$ cat config.mk
export PLATFORM = sky130hd
export DESIGN_NAME = page_visibility_diff
export DESIGN_NICKNAME = d
export VERILOG_FILES = /design/src/hw/rtl/pvd_pkg.sv /design/src/hw/rtl/pvd_cell.sv /design/src/hw/rtl/pvd_scan.sv /design/src/hw/rtl/page_visibility_diff.sv
export SDC_FILE = /design/constraint.sdc
export NUM_CORES = 1
export LEC_CHECK = 0
export BUFFER_PORTS_ARGS = -buffer_cell sky130_fd_sc_hd__buf_4
export CAP_MARGIN = 20
export CORE_MARGIN = 2
export CORE_UTILIZATION = 50
export DETAILED_ROUTE_END_ITERATION = 16
export GPL_ROUTABILITY_DRIVEN = 0
export PLACE_DENSITY = 0.67
export SKIP_LAST_GASP = 1
export SLEW_MARGIN = 20
export SYNTH_ARGS = -nofsm -noshare
export SYNTH_HDL_FRONTEND = slang
export SYNTH_HIERARCHICAL = 1
export SYNTH_SLANG_ARGS = --single-unit
$ cat constraint.sdc
create_clock -name i_clk -period 6.3 [get_ports i_clk]
set_input_delay 0.63 -clock i_clk [delete_from_list [all_inputs] [get_ports i_clk]]
set_output_delay 0.63 -clock i_clk [all_outputs]
set_load 0.005 [all_outputs]
$ cat src/hw/rtl/pvd_pkg.sv
package pvd_pkg;

    localparam int COORD_W   = 2;
    localparam int SIZE_W    = 3;
    localparam int CFG_IDX_W = 2;

    localparam logic [SIZE_W-1:0] SIZE_RESET = 3'd4;

    // input command codes (carried on tuser)
    localparam logic CMD_MARK   = 1'b0;
    localparam logic CMD_COMMIT = 1'b1;

    // event kinds (carried on tuser)
    localparam logic EV_ENTER = 1'b0;
    localparam logic EV_EXIT  = 1'b1;

    // configuration register indexes
    localparam logic [CFG_IDX_W-1:0] CFG_SIZE_X = 2'd0;
    localparam logic [CFG_IDX_W-1:0] CFG_SIZE_Y = 2'd1;
    localparam logic [CFG_IDX_W-1:0] CFG_SIZE_Z = 2'd2;

    typedef logic [COORD_W-1:0] t_coord;
    typedef logic [SIZE_W-1:0]  t_size;

    typedef struct packed {
        logic cur;
        logic pend;
    } t_page;

    typedef struct packed {
        logic shift;
        logic clear;
    } t_cell_ctl;

    typedef struct packed {
        logic   kind;
        t_coord x;
        t_coord y;
        t_coord z;
    } t_event;

endpackage

$ cat src/hw/rtl/pvd_cell.sv
module pvd_cell (
    input  logic              i_clk,
    input  logic              i_rst_n,
    input  pvd_pkg::t_cell_ctl i_ctl,
    input  logic              i_mark,
    input  pvd_pkg::t_page    i_next,
    output pvd_pkg::t_page    o_page
);

    pvd_pkg::t_page r_page;

    always_ff @(posedge i_clk) begin
        if (!i_rst_n) begin
            r_page <= '0;
        end else if (i_ctl.clear) begin
            r_page <= '0;
        end else if (i_ctl.shift) begin
            r_page <= i_next;
        end else if (i_mark) begin
            r_page.pend <= 1'b1;
        end
    end

    assign o_page = r_page;

endmodule

$ cat src/hw/rtl/pvd_scan.sv
module pvd_scan #(
    parameter int MAX_X = 4,
    parameter int MAX_Y = 4,
    parameter int MAX_Z = 4
) (
    input  logic            i_clk,
    input  logic            i_rst_n,
    input  logic            i_start,
    input  pvd_pkg::t_page  i_head,
    input  pvd_pkg::t_size  i_eff_x,
    input  pvd_pkg::t_size  i_eff_y,
    input  pvd_pkg::t_size  i_eff_z,
    input  logic            i_out_ready,
    output logic            o_idle,
    output logic            o_step,
    output logic            o_out_valid,
    output pvd_pkg::t_event o_out_event,
    output logic            o_out_last
);

    localparam logic [1:0] ST_IDLE  = 2'd0;
    localparam logic [1:0] ST_SCAN  = 2'd1;
    localparam logic [1:0] ST_FLUSH = 2'd2;

    localparam pvd_pkg::t_coord LAST_X = pvd_pkg::COORD_W'(MAX_X - 1);
    localparam pvd_pkg::t_coord LAST_Y = pvd_pkg::COORD_W'(MAX_Y - 1);
    localparam pvd_pkg::t_coord LAST_Z = pvd_pkg::COORD_W'(MAX_Z - 1);

    logic [1:0]      r_state, n_state;
    pvd_pkg::t_coord r_x, n_x, r_y, n_y, r_z, n_z;
    logic            r_held_v, n_held_v;
    pvd_pkg::t_event r_held, n_held;
    logic            r_out_v, n_out_v;
    pvd_pkg::t_event r_out, n_out;
    logic            r_out_last, n_out_last;

    logic            in_range;
    logic            diff;
    logic            out_free;
    logic            step;
    logic            at_end;
    pvd_pkg::t_event head_ev;

    always_comb begin
        in_range = ({1'b0, r_x} < i_eff_x) && ({1'b0, r_y} < i_eff_y)
                && ({1'b0, r_z} < i_eff_z);
        diff     = (i_head.cur ^ i_head.pend) && in_range;
        out_free = !r_out_v || i_out_ready;
        // stall only when a new event needs the held slot and it cannot drain
        step     = (r_state == ST_SCAN) && !(diff && r_held_v && !out_free);
        at_end   = (r_x == LAST_X) && (r_y == LAST_Y) && (r_z == LAST_Z);

        head_ev.kind = i_head.pend ? pvd_pkg::EV_ENTER : pvd_pkg::EV_EXIT;
        head_ev.x    = r_x;
        head_ev.y    = r_y;
        head_ev.z    = r_z;

        n_state    = r_state;
        n_x        = r_x;
        n_y        = r_y;
        n_z        = r_z;
        n_held_v   = r_held_v;
        n_held     = r_held;
        n_out_v    = r_out_v && !i_out_ready;
        n_out      = r_out;
        n_out_last = r_out_last;

        unique case (r_state)
            ST_IDLE: begin
                if (i_start) begin
                    n_state = ST_SCAN;
                end
            end
            ST_SCAN: begin
                if (step) begin
                    if (diff) begin
                        if (r_held_v) begin
                            n_out_v    = 1'b1;
                            n_out      = r_held;
                            n_out_last = 1'b0;
                        end
                        n_held_v = 1'b1;
                        n_held   = head_ev;
                    end
                    // y innermost, then x, then z
                    if (r_y == LAST_Y) begin
                        n_y = '0;
                        if (r_x == LAST_X) begin
                            n_x = '0;
                            n_z = (r_z == LAST_Z) ? '0 : r_z + pvd_pkg::t_coord'(1);
                        end else begin
                            n_x = r_x + pvd_pkg::t_coord'(1);
                        end
                    end else begin
                        n_y = r_y + pvd_pkg::t_coord'(1);
                    end
                    if (at_end) begin
                        n_state = ST_FLUSH;
                    end
                end
            end
            ST_FLUSH: begin
                if (!r_held_v) begin
                    n_state = ST_IDLE;
                end else if (out_free) begin
                    n_out_v    = 1'b1;
                    n_out      = r_held;
                    n_out_last = 1'b1;
                    n_held_v   = 1'b0;
                    n_state    = ST_IDLE;
                end
            end
            default: begin
                n_state = ST_IDLE;
            end
        endcase
    end

    always_ff @(posedge i_clk) begin
        if (!i_rst_n) begin
            r_state  <= ST_IDLE;
            r_x      <= '0;
            r_y      <= '0;
            r_z      <= '0;
            r_held_v <= 1'b0;
            r_out_v  <= 1'b0;
        end else begin
            r_state  <= n_state;
            r_x      <= n_x;
            r_y      <= n_y;
            r_z      <= n_z;
            r_held_v <= n_held_v;
            r_out_v  <= n_out_v;
        end
    end

    always_ff @(posedge i_clk) begin
        r_held     <= n_held;
        r_out      <= n_out;
        r_out_last <= n_out_last;
    end

    assign o_idle      = (r_state == ST_IDLE);
    assign o_step      = step;
    assign o_out_valid = r_out_v;
    assign o_out_event = r_out;
    assign o_out_last  = r_out_last;

    a_idle_no_held: assert property (@(posedge i_clk) disable iff (!i_rst_n)
        (r_state == ST_IDLE) |-> !r_held_v)
        else $error("held event left over outside a commit");

    a_idle_out_last: assert property (@(posedge i_clk) disable iff (!i_rst_n)
        (r_state == ST_IDLE && r_out_v) |-> r_out_last)
        else $error("commit ended without flagging its final event");

    a_flush_wrapped: assert property (@(posedge i_clk) disable iff (!i_rst_n)
        (r_state == ST_FLUSH) |-> (r_x == '0 && r_y == '0 && r_z == '0))
        else $error("scan counters not wrapped at end of commit");

    a_stall_holds: assert property (@(posedge i_clk) disable iff (!i_rst_n)
        (r_state == ST_SCAN && !step) |=> ($stable(r_x) && $stable(r_y) && $stable(r_z)))
        else $error("scan advanced while stalled");

endmodule

$ cat src/hw/rtl/page_visibility_diff.sv
// Page visibility change detector over a MAX_X x MAX_Y x MAX_Z page grid. A mark
// transaction (tuser = 0) sets the pending flag of one page; marks beyond the
// configured size are dropped. A commit transaction (tuser = 1) rotates the ring of page
// cells once past the scan head, one page per cycle unless the output is held off by
// m_axis_tready; s_axis_tready is low from then until the scan and its final flush are
// done. Each changed page gives one event (tuser 0 = entered, 1 = exited), z outermost,
// then x, then y, with tlast on the final one; a commit with no change emits nothing.
// Writing any size register clears both maps.
module page_visibility_diff #(
    parameter int MAX_X = 4,
    parameter int MAX_Y = 4,
    parameter int MAX_Z = 4
) (
    input  logic       i_clk,
    input  logic       i_rst_n,
    input  logic       s_axis_tvalid,
    output logic       s_axis_tready,
    input  logic [7:0] s_axis_tdata,   // [1:0] page_x, [3:2] page_y, [5:4] page_z, rest 0
    input  logic       s_axis_tuser,   // command
    output logic       m_axis_tvalid,
    input  logic       m_axis_tready,
    output logic [7:0] m_axis_tdata,   // [1:0] event_x, [3:2] event_y, [5:4] event_z, rest 0
    output logic       m_axis_tuser,   // event_kind
    output logic       m_axis_tlast,
    input  logic       i_cfg_we,
    input  logic [1:0] i_cfg_idx,
    input  logic [2:0] i_cfg_data
);

    localparam int NUM_PAGES = MAX_X * MAX_Y * MAX_Z;
    localparam int SLOT_W    = (NUM_PAGES > 1) ? $clog2(NUM_PAGES) : 1;

    pvd_pkg::t_size r_size_x, r_size_y, r_size_z;
    pvd_pkg::t_size eff_x, eff_y, eff_z;

    pvd_pkg::t_page     page [NUM_PAGES];
    pvd_pkg::t_page     next [NUM_PAGES];
    logic               mark_hit [NUM_PAGES];
    pvd_pkg::t_cell_ctl cell_ctl;

    logic              in_accept;
    logic              cfg_hit;
    logic              mark_v;
    logic [SLOT_W-1:0] mark_slot;
    pvd_pkg::t_coord   in_x, in_y, in_z;
    logic              scan_idle;
    logic              scan_step;
    pvd_pkg::t_event   out_ev;

    always_ff @(posedge i_clk) begin
        if (!i_rst_n) begin
            r_size_x <= pvd_pkg::SIZE_RESET;
            r_size_y <= pvd_pkg::SIZE_RESET;
            r_size_z <= pvd_pkg::SIZE_RESET;
        end else if (i_cfg_we) begin
            unique case (i_cfg_idx)
                pvd_pkg::CFG_SIZE_X: r_size_x <= i_cfg_data;
                pvd_pkg::CFG_SIZE_Y: r_size_y <= i_cfg_data;
                pvd_pkg::CFG_SIZE_Z: r_size_z <= i_cfg_data;
                default: ;
            endcase
        end
    end

    assign cfg_hit = i_cfg_we && (i_cfg_idx == pvd_pkg::CFG_SIZE_X
                               || i_cfg_idx == pvd_pkg::CFG_SIZE_Y
                               || i_cfg_idx == pvd_pkg::CFG_SIZE_Z);

    assign eff_x = (r_size_x > pvd_pkg::SIZE_W'(MAX_X)) ? pvd_pkg::SIZE_W'(MAX_X) : r_size_x;
    assign eff_y = (r_size_y > pvd_pkg::SIZE_W'(MAX_Y)) ? pvd_pkg::SIZE_W'(MAX_Y) : r_size_y;
    assign eff_z = (r_size_z > pvd_pkg::SIZE_W'(MAX_Z)) ? pvd_pkg::SIZE_W'(MAX_Z) : r_size_z;

    assign s_axis_tready = scan_idle;
    assign in_accept     = s_axis_tvalid && s_axis_tready;
    assign in_x          = s_axis_tdata[1:0];
    assign in_y          = s_axis_tdata[3:2];
    assign in_z          = s_axis_tdata[5:4];

    assign mark_v = in_accept && (s_axis_tuser == pvd_pkg::CMD_MARK)
                 && ({1'b0, in_x} < eff_x) && ({1'b0, in_y} < eff_y)
                 && ({1'b0, in_z} < eff_z);

    // ring position follows scan order: y fastest, then x, then z
    assign mark_slot = SLOT_W'(in_y) + SLOT_W'(MAX_Y)
                     * (SLOT_W'(in_x) + SLOT_W'(MAX_X) * SLOT_W'(in_z));

    assign cell_ctl.shift = scan_step;
    assign cell_ctl.clear = cfg_hit;

    genvar gi;
    generate
        for (gi = 0; gi < NUM_PAGES; gi++) begin : g_cell
            if (gi == NUM_PAGES - 1) begin : g_tail
                // page leaving the head comes back round already committed
                assign next[gi] = '{cur: page[0].pend, pend: 1'b0};
            end else begin : g_body
                assign next[gi] = page[gi + 1];
            end
            assign mark_hit[gi] = mark_v && (mark_slot == SLOT_W'(gi));

            pvd_cell u_cell (
                .i_clk   (i_clk),
                .i_rst_n (i_rst_n),
                .i_ctl   (cell_ctl),
                .i_mark  (mark_hit[gi]),
                .i_next  (next[gi]),
                .o_page  (page[gi])
            );
        end
    endgenerate

    pvd_scan #(
        .MAX_X (MAX_X),
        .MAX_Y (MAX_Y),
        .MAX_Z (MAX_Z)
    ) u_scan (
        .i_clk       (i_clk),
        .i_rst_n     (i_rst_n),
        .i_start     (in_accept && (s_axis_tuser == pvd_pkg::CMD_COMMIT)),
        .i_head      (page[0]),
        .i_eff_x     (eff_x),
        .i_eff_y     (eff_y),
        .i_eff_z     (eff_z),
        .i_out_ready (m_axis_tready),
        .o_idle      (scan_idle),
        .o_step      (scan_step),
        .o_out_valid (m_axis_tvalid),
        .o_out_event (out_ev),
        .o_out_last  (m_axis_tlast)
    );

    assign m_axis_tuser = out_ev.kind;
    assign m_axis_tdata = {2'b00, out_ev.z, out_ev.y, out_ev.x};

endmodule
==> results.ini, run 1 <==
[run_status]
status = finished, final reports clean

[die]
num_rows = 44
fp.dieH_um = 127
die_area_um2 = 16100
io_pins = 31
core-area_um2 = 14600
initial_core_util_pct = 51.5
die_w_um = 127

[drt]
vias_per_cell = 5.59
drt_pass1_iterations = 5
wl_per_cell_um = 15.1
wirelength_mm = 15.6
drt_iter0_drc = 346
drc = 0
ant_nets = 0
via_count = 5776

[worst_setup_path]
crit_arrival_ns = 3.69
cpLargestDelayFamily = buffers and inverters
required_ns = 6.61
cpMaxStageDelayCell = buf_4
crit_fanout = 112
worstSetupPathType = reg2reg
end_kind = flip-flop
max_stage_delay_ns = 0.83
path_cells = nand2b_1 > inv_1 > inv_1 > ha_1 > nand2b_1 > o221ai_1 > o41ai_4 > inv_6 > buf_4 > mux2i_1 > nor2_1
critPathBufInv = 4
start_kind = flip-flop

[yosys]
yosys_warnings = 6
syn_area_per_cell_um2 = 9.16
synth-compound-area-share_pct = 2.09
synth_ff_type = dfxtp_1
synthSimpleGateAreaFrac_pct = 36.8
synth_xor_area_share_pct = 0.116
synth_fa_ha_area_share_pct = 1.99
syn_inst = 823
synth_edf_count = 15
synth_top_family_by_area = simple AND/OR/NAND/NOR gates
ys_seq_area_share_pct = 45.0
synth_cell_types = 47
syn_area_um2 = 7540
synthArstFlopShare_pct = 0
synth-seq-cells = 162
synthMuxAreaShare_pct = 10.4

[pwr]
vdd_drop_max_mv = 0.220
cellLeakagePower_nw = 2.99
power.density_nw_per_um2 = 355

[sta]
tightest_slew_ns = 1.02
max_slew_margin_pct = 31.3
grt_setup_unrepaired = no
fmax_mhz = 296
finalCritPeriodShare_pct = 53.7
finalWorstSetupSlack_ns = 2.92
finalSetupViolations = 0
fin_skew_ns = 0.00872
fin_setup_tns_ns = 0
drv_slew = 0
layout_min_cycle_time_ns = 3.38
whs_ns = 0.421
hold_viol_final = 0

[final_layout]
syn2layout_area_growth_pct = 10.9
drive_gt1_share_pct = 8.95
final_common_cell = dfxtp_1
antenna-diode-count = 0
layout_common_cells = dfxtp_1 (147), nor3_1 (142), nor2b_1 (79), mux2i_1 (78), nor2_1 (74)
stdcell_area_um2 = 8360
layout.nets = 868

[placed_design]
place.port_buffers = 26
dpl.hpwl_mm = 9.58
place_area_um2 = 7810
post-place-ws_ns = 2.85

[clocking]
clock_sinks = 162
cts_resized = 0
clkLatencyLatePin_ns = 0.42
clk_pin_slew_ns = 0.06
holdBufCountCts = 0
cts_setup_buffers = 0
cts_max_level = 4
cts_root_buf = clkbuf_16
numCtsBuffers = 17
cts_buffer_depth = 2
cts_tree = built

[global_routing]
grt_pass1_wl_mm = 26.8
grt_overflow = 0
antenna_found_initial = 0
gr-usage-all-layers_pct = 20.5
grt_max_degree = 113
grt_pass1_vias = 5533

[worst_hold_path]
hp-class = reg2reg

[flow_run]
drv_cap = 0

## cells by family (layout without fill, tap and decap cells)
logic type      after synthesis  after routing
fa+ha+maj                    12             12
xor+xnor                      1              1
flops                       162            162
simple gates                502            502
mux                          78             78
buf+inv                      50             74
compound gates               17             17
other cells                   1              3
## layer usage
metal  global-route usage, %  vias to the layer above  part of all wire [%]
met5                       0                        -                     0
li1                        -                     2967                     -
met4                    7.30                        0                   1.5
met3                    3.80                       15                   3.0
met1                    26.3                     2709                    47
met2                    34.6                       85                    48
## final timing paths
kind / cells after the start / end / slack, ns / from
max reg2reg: 11 / g_cell[12].u_cell/o_page[1]$_SDFFE_PP0P_ / 2.92 / r_size_x[2]$_SDFFE_PN1P_
max: 11 / g_cell[12].u_cell/o_page[1]$_SDFFE_PP0P_ / 2.92 / r_size_x[2]$_SDFFE_PN1P_
min: 0 / u_scan/o_out_event[0]$_DFFE_PP_ / 0.42 / u_scan/r_held[0]$_DFFE_PP_
min reg2reg: 0 / u_scan/o_out_event[0]$_DFFE_PP_ / 0.42 / u_scan/r_held[0]$_DFFE_PP_
## synthesized netlist by cell type, drive strengths merged, types with 2 or more instances
cell type	n	area [um^2]
o211ai	2	15.0
nor3b	5	52.6
nor2	74	278
buf	24	169
mux2i	78	781
o21ai	4	23.8
nor4	53	363
nand2	23	86.3
dfxtp	147	2940
nand4	12	75.1
nor3	143	721
nor4b	2	23.8
nand2b	72	450
and3	2	17.5
edfxtp	15	450
nor2b	79	494
a21oi	3	15.0
inv	13	48.8
ha	12	150
nand3b	3	22.5
clkbuf	13	48.8
nand3	29	145
## area by class of cell
type	instances	area (um^2)
Timing Repair Buffer	30	225
Clock inverter	9	80.1
Fill cell	1297	6280
Sequential cell	162	3390
Multi-Input combinational cell	613	3900
Tap cell	184	230
Inverter	13	53.8
Clock buffer	22	475
## registers in the layout, indices dropped and copies added (netlist names)
register	flops
g_cell.u_cell/o_page	128
r_size_y	3
u_scan/o_out_event	7
u_scan/r_held	7
u_scan/r_z	2
u_scan/o_out_valid	1
u_scan/r_y	2
r_size_z	3
u_scan/o_out_last	1
u_scan/r_state	2
u_scan/r_x	2
r_size_x	3
u_scan/r_held_v	1
## report_power, final
group          total, mW  leakage, nW  switching [mW]  internal (mW)
combinational      0.812         1.40           0.449          0.363
sequential          1.18         1.32          0.0504           1.13
clock              0.976        0.271           0.403          0.573
## through the flow
step	total power [mW]	util, %	std cells
floorplan	1.91	-	825
global placement	1.99	53.3	1002
detailed placement	2.01	53.3	1002
CTS	2.99	57.1	1033
global route	3.13	57.1	1033
finish	2.97	57.1	1033
Note: power is estimated with default switching activity, not from simulation.
==> run 2: changes to the inputs <==
==> constraint.sdc (replaced) <==
create_clock -name i_clk -period 3.35 [get_ports i_clk]
set_input_delay 0.335 -clock i_clk [delete_from_list [all_inputs] [get_ports i_clk]]
set_output_delay 0.335 -clock i_clk [all_outputs]
set_load 0.005 [all_outputs]
==> run 2 against run 1 <==
Compared with the run above: final cell count increased by 0.58%; die area unchanged; non-clock buffer count increased by 5; critical endpoint is now g_cell[15].u_cell/o_page[0]$_SDFFE_PP0P_; sequential cell count unchanged; combinational power increased by 97%; sequential share of layout area decreased by 0.52 points; routed wire length increased by 0.82%; sequential power increased by 88%; first-iteration DRC count increased by 29%; clock-buffer cell count increased by 1; cell area increased by 1.3%.
==> results.ini, run 2 (synthesis gave the netlist of run 1 again) <==
[worst_setup_path]
required_ns = 3.66  ; was 6.61 ns
worstSetupPathType = reg2reg  ; unchanged
crit_fanout = 68  ; was 112
start_kind = flip-flop  ; unchanged
r2r-start = r_size_x[2]$_SDFFE_PN1P_  ; unchanged
path_cells = nand2b_1 > inv_1 > inv_1 > ha_1 > nand2b_1 > o221ai_1 > o41ai_4 > inv_6 > buf_12 > nor3_1 > nor3_1  ; was nand2b_1 > inv_1 > inv_1 > ha_1 > nand2b_1 > o221ai_1 > o41ai_4 > inv_6 > buf_4 > mux2i_1 > nor2_1
r2r_slack_ns = 0.61  ; was 2.92 ns
cpMaxStageDelayCell = dfxtp_1  ; was buf_4
crit_arrival_ns = 3.05  ; was 3.69 ns
ff2ff_path_depth = 11  ; unchanged
r2r-end = g_cell[15].u_cell/o_page[0]$_SDFFE_PP0P_  ; was g_cell[12].u_cell/o_page[1]$_SDFFE_PP0P_
max_stage_delay_ns = 0.46  ; was 0.83 ns
end_kind = flip-flop  ; unchanged

[final_layout]
drive_gt1_share_pct = 9.47  ; was 8.95%
final_common_cell = dfxtp_1  ; unchanged
layout_common_cells = dfxtp_1 (147), nor3_1 (142), nor2b_1 (79), mux2i_1 (78), nor2_1 (74)  ; unchanged
fin_util_pct = 57.8  ; was 57.1%
syn2layout_area_growth_pct = 12.3  ; was 10.9%
layout.nets = 873  ; was 868
antenna-diode-count = 0  ; unchanged
largest_reg_flops = 128  ; unchanged
fin_cells = 1039  ; was 1033

[die]
die_w_um = 127  ; unchanged
die_area_um2 = 16100  ; unchanged
initial_core_util_pct = 51.5  ; unchanged
fp.dieH_um = 127  ; unchanged
num_rows = 44  ; unchanged
io_pins = 31  ; unchanged
core-area_um2 = 14600  ; unchanged

[global_routing]
antenna_found_initial = 0  ; unchanged
grt_overflow = 0  ; unchanged
gr-usage-all-layers_pct = 20.6  ; was 20.5%
grt_max_degree = 93  ; was 113
grt_pass1_vias = 5713  ; was 5533
grt_pass1_wl_mm = 27.2  ; was 26.8 mm

[sta]
fin_setup_tns_ns = 0  ; unchanged
finalCritPeriodShare_pct = 81.8  ; was 53.7%
finalSetupViolations = 0  ; unchanged
max_slew_margin_pct = 26.7  ; was 31.3%
grt_setup_unrepaired = no  ; unchanged
drv_slew = 0  ; unchanged
hold_viol_final = 0  ; unchanged
layout_min_cycle_time_ns = 2.74  ; was 3.38 ns
fin_skew_ns = 0.00514  ; was 0.00872 ns
fmax_mhz = 365  ; was 296 MHz
tightest_slew_ns = 1.10  ; was 1.02 ns

[worst_hold_path]
hp-class = in2reg  ; was reg2reg
min-delay-start = i_cfg_data[2]  ; was u_scan/r_held[0]$_DFFE_PP_
min_to = r_size_z[2]$_SDFFE_PN1P_  ; was u_scan/o_out_event[0]$_DFFE_PP_
hold_depth = 3  ; was 0

[clocking]
numCtsBuffers = 17  ; unchanged
cts_resized = 0  ; unchanged
clock_sinks = 162  ; unchanged
cts_root_buf = clkbuf_16  ; unchanged
cts_max_level = 4  ; unchanged
clk_pin_slew_ns = 0.06  ; about the same
clkLatencyLatePin_ns = 0.43  ; was 0.42 ns
cts_tree = built  ; unchanged
cts_buffer_depth = 2  ; unchanged
holdBufCountCts = 0  ; unchanged
cts_setup_buffers = 0  ; unchanged

[drt]
drt_iter0_drc = 447  ; was 346
vias_per_cell = 5.60  ; was 5.59
wirelength_mm = 15.7  ; was 15.6 mm
drt_pass1_iterations = 5  ; unchanged
drc = 0  ; unchanged
ant_nets = 0  ; unchanged
via_count = 5821  ; was 5776
wl_per_cell_um = 15.1  ; about the same

[pwr]
p_total_mw = 5.72  ; was 2.97 mW
power.density_nw_per_um2 = 675  ; was 355 nW/um^2
vdd_drop_max_mv = 0.354  ; was 0.220 mV
cellLeakagePower_nw = 3.03  ; was 2.99 nW

[placed_design]
place.port_buffers = 26  ; unchanged
dp.cells = 1007  ; was 1002
dpl.hpwl_mm = 9.88  ; was 9.58 mm

[run_status]
status = finished, final reports clean  ; unchanged

[flow_run]
drv_cap = 0  ; unchanged

## run 2: cell types whose count changed in the layout (fill, tap and decap cells not counted), sizes merged
cell,previous run,this run
clkbuf,22,23
bufinv,1,2
clkinvlp,2,5
clkinv,6,2
buf,30,35
## run 2: through the flow
step                hold slack (ns)  setup WS, ns  instance area [um^2]
CTS                           0.152         0.632                  8470
finish                        0.165         0.609                  8470
global route                  0.165         0.419                  8470
detailed placement            0.405         0.647                  7890
floorplan                     0.397         0.338                  7550
global placement              0.402         0.706                  7890
## run 2: area by class of cell
| type | instances | area [um^2] |
|---|---|---|
| Clock buffer | 23 | 468 |
| Clock inverter | 9 | 108 |
| Fill cell | 1261 | 6170 |
| Inverter | 13 | 53.8 |
| Multi-Input combinational cell | 613 | 3900 |
| Sequential cell | 162 | 3390 |
| Tap cell | 184 | 230 |
| Timing Repair Buffer | 35 | 313 |
## run 2: how the worst max path moves through the flow
stage	slack, ns	cells past startpoint	start	end
after floorplan	0.34	10	r_size_x[2]$_SDFFE_PN1P_	u_scan/r_z[0]$_SDFFE_PN0P_
after detailed placement	0.65	11	r_size_x[2]$_SDFFE_PN1P_	g_cell[51].u_cell/o_page[1]$_SDFFE_PP0P_
after global routing	0.42	11	r_size_z[2]$_SDFFE_PN1P_	g_cell[55].u_cell/o_page[1]$_SDFFE_PP0P_
after global placement	0.71	11	r_size_x[2]$_SDFFE_PN1P_	g_cell[51].u_cell/o_page[1]$_SDFFE_PP0P_
after CTS	0.63	11	r_size_x[2]$_SDFFE_PN1P_	g_cell[15].u_cell/o_page[0]$_SDFFE_PP0P_
final	0.61	11	r_size_x[2]$_SDFFE_PN1P_	g_cell[15].u_cell/o_page[0]$_SDFFE_PP0P_
## run 2: routing by layer
metal	track usage [%]	up-vias	share of wire [%]
li1	-	2970	-
met1	26.3	2729	47
met2	34.4	92	48
met3	4.18	30	3.1
met4	8.40	0	2.2
met5	0	-	0
## run 2: where the power goes
| group | internal [mW] | total, mW | switching [mW] |
|---|---|---|---|
| combinational | 0.735 | 1.60 | 0.867 |
| clock | 1.13 | 1.90 | 0.770 |
| sequential | 2.12 | 2.22 | 0.0944 |
## run 2: worst max-delay path: cells and delay by family, from the launching register on
kind | cells | cell delay, ns
buffers and inverters | 4 | 0.71
AOI/OAI and AO/OA | 2 | 0.65
adders and majority gates | 1 | 0.22
and+or+nand+nor | 4 | 0.57
DFF | 1 | 0.46
